==> config.mk <==
export PLATFORM = sky130hd
export DESIGN_NAME = lprtr_front
export DESIGN_NICKNAME = d
export VERILOG_FILES = /design/src/hw/rtl/lprtr_pkg.sv /design/src/hw/rtl/lprtr_front.sv
export SDC_FILE = /design/constraint.sdc
export NUM_CORES = 1
export LEC_CHECK = 0
export BUFFER_PORTS_ARGS = -buffer_cell sky130_fd_sc_hd__buf_2
export CORE_MARGIN = 2
export CORE_UTILIZATION = 35
export CTS_CLUSTER_SIZE = 25
export DETAILED_ROUTE_END_ITERATION = 16
export MAX_ROUTING_LAYER = met4
export SLEW_MARGIN = 20
export SYNTH_ARGS = -nofsm -noshare
export SYNTH_HDL_FRONTEND = slang
export SYNTH_SLANG_ARGS = --single-unit
==> constraint.sdc <==
create_clock -name clk -period 10.2 [get_ports clk]
set_clock_uncertainty 0.2 [all_clocks]
set_input_delay 0.51 -clock clk [delete_from_list [all_inputs] [get_ports clk]]
set_output_delay 0.51 -clock clk [all_outputs]
set_load 0.01 [all_outputs]
==> src/hw/rtl/lprtr_pkg.sv <==
`default_nettype none
package lprtr_pkg;

    localparam int COORD_W   = 18;
    localparam int INTEN_W   = 8;
    localparam int CORDIC_N  = 20;
    localparam int CORDIC_W  = 46;
    localparam int ANG_W     = 32;
    localparam int NUM_CFG   = 5;
    localparam int CFG_IDX_W = 3;
    localparam int CFG_DAT_W = 18;
    localparam int NUM_RINGS_DEF   = 16;
    localparam int NUM_FIRINGS_DEF = 1824;
    localparam int RING_W    = 4;
    localparam int FIRING_W  = 11;
    localparam int TIME_W    = 27;
    localparam logic signed [ANG_W-1:0] DEG90_FINE = 32'sd23040000;
    localparam logic signed [31:0] FULL_TURN = 32'sd360000;

    localparam logic [CFG_IDX_W-1:0] CFG_ELEV_LOW = 3'd0;
    localparam logic [CFG_IDX_W-1:0] CFG_RING_SP  = 3'd1;
    localparam logic [CFG_IDX_W-1:0] CFG_AZ_STEP  = 3'd2;
    localparam logic [CFG_IDX_W-1:0] CFG_RING_T   = 3'd3;
    localparam logic [CFG_IDX_W-1:0] CFG_FIRE_T   = 3'd4;

    typedef struct packed {
        logic signed [COORD_W-1:0] x;
        logic signed [COORD_W-1:0] y;
        logic signed [COORD_W-1:0] z;
        logic [INTEN_W-1:0]        inten;
        logic                      keep;
        logic                      fstart;
    } item_t;

    typedef enum logic [3:0] {
        ST_IDLE, ST_SQRT, ST_EL_INIT, ST_EL_RUN, ST_RING_DIV, ST_RING_CHK,
        ST_AZ_INIT, ST_AZ_RUN, ST_FIRE_DIV, ST_FIRE_CHK, ST_TIME, ST_EMIT
    } state_t;

    function automatic logic signed [ANG_W-1:0] atan_fine(input logic [4:0] i);
        case (i)
            5'd0:  atan_fine = 32'sd11520000;
            5'd1:  atan_fine = 32'sd6800653;
            5'd2:  atan_fine = 32'sd3593278;
            5'd3:  atan_fine = 32'sd1824004;
            5'd4:  atan_fine = 32'sd915542;
            5'd5:  atan_fine = 32'sd458217;
            5'd6:  atan_fine = 32'sd229164;
            5'd7:  atan_fine = 32'sd114589;
            5'd8:  atan_fine = 32'sd57295;
            5'd9:  atan_fine = 32'sd28648;
            5'd10: atan_fine = 32'sd14324;
            5'd11: atan_fine = 32'sd7162;
            5'd12: atan_fine = 32'sd3581;
            5'd13: atan_fine = 32'sd1790;
            5'd14: atan_fine = 32'sd895;
            5'd15: atan_fine = 32'sd448;
            5'd16: atan_fine = 32'sd224;
            5'd17: atan_fine = 32'sd112;
            5'd18: atan_fine = 32'sd56;
            5'd19: atan_fine = 32'sd28;
            default: atan_fine = '0;
        endcase
    endfunction

endpackage
`default_nettype wire

==> src/hw/rtl/lprtr_front.sv <==
`default_nettype none
// Accept points and classify them: keep flag marks valid, non-zero coordinates.
module lprtr_front
(
    input  wire logic                                clk,
    input  wire logic                                rst_n,
    input  wire logic                                push,
    output logic                                     full,
    input  wire logic signed [lprtr_pkg::COORD_W-1:0] x_pos,
    input  wire logic signed [lprtr_pkg::COORD_W-1:0] y_pos,
    input  wire logic signed [lprtr_pkg::COORD_W-1:0] z_pos,
    input  wire logic [lprtr_pkg::INTEN_W-1:0]        intensity,
    input  wire logic                                coord_valid,
    input  wire logic                                frame_start,
    output lprtr_pkg::item_t                         q_item,
    output logic                                     q_valid,
    input  wire logic                                q_take
);
    // two-entry queue toward the back part
    lprtr_pkg::item_t mem [2];
    logic       wp_reg, rp_reg;
    logic [1:0] cnt_reg;
    logic       acc;
    lprtr_pkg::item_t cls;

    assign full    = (cnt_reg == 2'd2);
    assign acc     = push && !full;
    assign q_valid = (cnt_reg != 2'd0);
    assign q_item  = mem[rp_reg];

    // classify incoming transaction
    always_comb
    begin
        cls.x      = x_pos;
        cls.y      = y_pos;
        cls.z      = z_pos;
        cls.inten  = intensity;
        cls.fstart = frame_start;
        cls.keep   = coord_valid && !(x_pos == '0 && y_pos == '0 && z_pos == '0);
    end

    always_ff @(posedge clk)
    begin
        if (acc)
        begin
            mem[wp_reg] <= cls;
        end
    end

    always_ff @(posedge clk or negedge rst_n)
    begin
        if (!rst_n)
        begin
            wp_reg  <= 1'b0;
            rp_reg  <= 1'b0;
            cnt_reg <= 2'd0;
        end
        else
        begin
            if (acc)
            begin
                wp_reg <= ~wp_reg;
            end
            if (q_take && q_valid)
            begin
                rp_reg <= ~rp_reg;
            end
            cnt_reg <= cnt_reg + 2'(acc) - 2'(q_take && q_valid);
        end
    end
endmodule
`default_nettype wire

==> key figures <==
Timing
  – Worst slew margin: 0.334
  – Max Slew Vio Count: 0
  – Unrepaired setup endpoints after global routing: no
  – Setup TNS: 0 ns
  – Worst-margin pin slew: 0.997 ns
  – Fmax: ~0.33 GHz
  – Endpoints failing hold: 0
  – Period utilization: 0.298
  – Tmin final: 3.04 ns
  – Final setup violating endpoints: 0

Place
  – IO Port Bufs: roughly 130
  – Placed Area: approximately 5800 sq um
  – Placed cells: 544
  – Final GP Congestion: approximately 0.7
  – Dpl hpwl: 6.14 mm

Detailed routing
  – DRC viols: 0
  – DR pass1 iterations: 4
  – Via Count: 2675
  – Antenna Nets Post-Route: 0
  – Drt initial violations: approximately 170
  – Via-per-instance ratio: about 4.6
  – Avg WL per Cell: approximately 16 microns
  – Post-Route WL: between 9 and 10 mm

Floorplanning
  – Rows: between 40 and 50
  – Die Area: ~15000 sq um
  – Die H: approximately 120 microns
  – Chip width: 123 microns
  – Boundary pin count: between 100 and 150
  – Core ar.: between 10000 and 15000 sq um
  – Starting Density: 0.356

Clock tree
  – Worst-case clock buffer depth: 2
  – Clk_lat worst skew: around 0.41 ns
  – CTS Buf Count: 17
  – Hold-fix buffers, CTS: 1
  – CTS root buf: clkbuf_16
  – Clock sinks: ~130
  – Clk slew on worst S/H paths: about 0.06 ns
  – Post-CTS sizing: 0
  – H-tree depth: 4
  – TritonCTS clock tree: done
  – # Post-CTS Setup Buffers: 0

Worst setup path
  – FF-to-FF Start: cnt_reg[1]
  – Critical path origin: rp_reg
  – CP endpoint: q_item[48]
  – Crit-path slowest cell: dfrtp_2
  – Critical path endpoint category: output pin
  – Crit Path Max Fanout: 40
  – Worst setup path class: reg -> out
  – Crit path launch type: flop
  – FF-to-FF path depth: 4
  – Required time of the worst setup path: ~9.5 ns
  – Slowest stage delay, CP: roughly 0.75 ns
  – Reg2reg setup slack: 7.62 ns
  – Critical-path cell list: buf_4, mux2_2, buf_2
  – Reg-to-reg endpoint: mem[0][0]
  – Crit path DAT: ~2.3 ns

Power and ir drop
  – Share of power burned in registers: 0.422
  – Switching share of power: 0.279
  – Net load switching power: between 0.0005 and 0.0006 W
  – Lkg Pwr: between 2 and 2.5 nW
  – Logic pwr share: 0.258
  – Internal power: between 0.001 and 0.0015 W
  – Worst vdd ir: 0.146 mV
  – PwrDens: around 290 nW/um^2
  – Clock network fraction of total power: 0.319

Min path
  – HP Class: in -> reg

Yosys
  – Sequential share of the synthesized area: 0.801
  – Synth Cell Area: 4920 sq um
  – Mapped Nets: between 300 and 400
  – Synthesis Warnings: 0
  – Yosys reg bits: 132
  – Synth unique cells: 18
  – Post-synthesis cell count: between 200 and 250
  – Average cell area after synthesis: between 20 and 25 sq um

Layout
  – Commonest non-fill, non-tap cell in the layout: buf_2
  – Nets: 454
  – Fin cells: just under 600
  – Layout cells sized above 1: 0.587
  – Final Instance Area: approximately 6400 sq um
  – Filler cells: ~1200
  – Most frequent cells in the layout: buf_2 (133), edfxtp_1 (128), mux2_2 (64), clkbuf_16 (17), nor4_1 (12)
  – Max FFs per register: roughly 130
  – Synthesis-to-finish area growth: 30.2%

Global routing
  – Largest net degree at the start of global routing: 65
  – Overall Global Routing Usage: 0.133
  – Initial antenna violation count: 1
  – First-pass GRT wire length: 13.9 mm
  – Gr ovfl total: 0
  – Number of global-route vias before repair: around 2700

Job
  – Max_cap viols: 0

Status
  – Status: finished clean
-- cells by family (layout without fill, tap and decap cells) --
| group | Yosys count | in the layout | share of synthesized area |
|---|---|---|---|
| AO/OA/AOI/OAI | 1 | 1 | 0.00229 |
| other | 0 | 1 | 0 |
| buffers and inverters | 9 | 170 | 0.00864 |
| AND/OR/NAND/NOR | 24 | 24 | 0.0297 |
| XOR/XNOR | 4 | 4 | 0.00712 |
| adder cells (fa/ha/maj) | 2 | 2 | 0.00508 |
| flip-flops | 132 | 132 | 0.801 |
| multiplexers | 64 | 64 | 0.146 |
-- cell type report --
| class | instances | area (sq um) | area share |
|---|---|---|---|
| Tap cell | 180 | 225 | 0.0351 |
| Inverter | 2 | 7.51 | 0.00117 |
| Clock buffer | 18 | 429 | 0.0669 |
| Multi-Input combinational cell | 95 | 951 | 0.148 |
| Timing Repair Buffer | 136 | 691 | 0.108 |
| Clock inverter | 14 | 163 | 0.0254 |
| Sequential cell | 132 | 3950 | 0.615 |
| Antenna cell | 1 | 2.50 | 0.000390 |
-- metal layers --
metal,track usage,vias to the layer above,wire (microns)
met5,-,-,0
met4,0.0517,0,112
met3,0.0618,10,636
met2,0.206,87,4660
met1,0.151,1331,3950
li1,-,1247,-
-- power by group through the flow --
stage	Sequential (W)	Clock (W)	Combinational, W
detailed placement	0.000805	0	0.000497
CTS	0.000795	0.000612	0.000501
finish	0.000792	0.000599	0.000485
global placement	0.000799	0	0.000495
floorplan	0.000781	0	0.000330
global route	0.000805	0.000636	0.000531
-- per-stage QoR --
stage / hold WS (ns) / util / power (W) / setup slack (ns)
3_3_place_gp: 0.122 / 0.420 / 0.00129 / 7.53
2_1_floorplan: 0.0144 / - / 0.00111 / 6.23
6_report: 0.0889 / 0.464 / 0.00188 / 7.16
4_1_cts: 0.0697 / 0.464 / 0.00191 / 7.07
5_1_grt: 0.0612 / 0.464 / 0.00197 / 7.01
3_5_place_dp: 0.122 / 0.420 / 0.00130 / 7.50
-- how the worst min path moves through the flow --
| stage | from | depth (start not counted) | endpoint |
|---|---|---|---|
| 2_1_floorplan | rst_n | 0 | cnt_reg[0] |
| 3_3_place_gp | rst_n | 1 | cnt_reg[0] |
| 3_5_place_dp | rst_n | 1 | cnt_reg[0] |
| 4_1_cts | frame_start | 1 | mem[0][0] |
| 5_1_grt | intensity[7] | 1 | mem[1][9] |
| 6_report | intensity[7] | 1 | mem[1][9] |
-- Yosys cell counts (all sizes together) --
cell type	count	area, sq um
nand2	2	7.51
nand2b	1	6.26
nor2	2	7.51
nand4	3	18.8
inv	2	7.51
and2	1	6.26
edfxtp	128	3840
or2	1	6.26
o41a	1	11.3
mux2	64	721
xor2	1	8.76
ha	2	25.0
buf	7	35.0
xnor2	3	26.3
nor4	13	87.6
and3	1	6.26
dfrtp	4	100
-- worst max-delay path: cells and delay by family (launching register included) --
family / cells / cell delay (ns)
multiplexers: 1 / 0.41
flip-flops: 1 / 0.75
buffers and inverters: 2 / 0.72
Note: power is estimated with default switching activity, not from simulation.
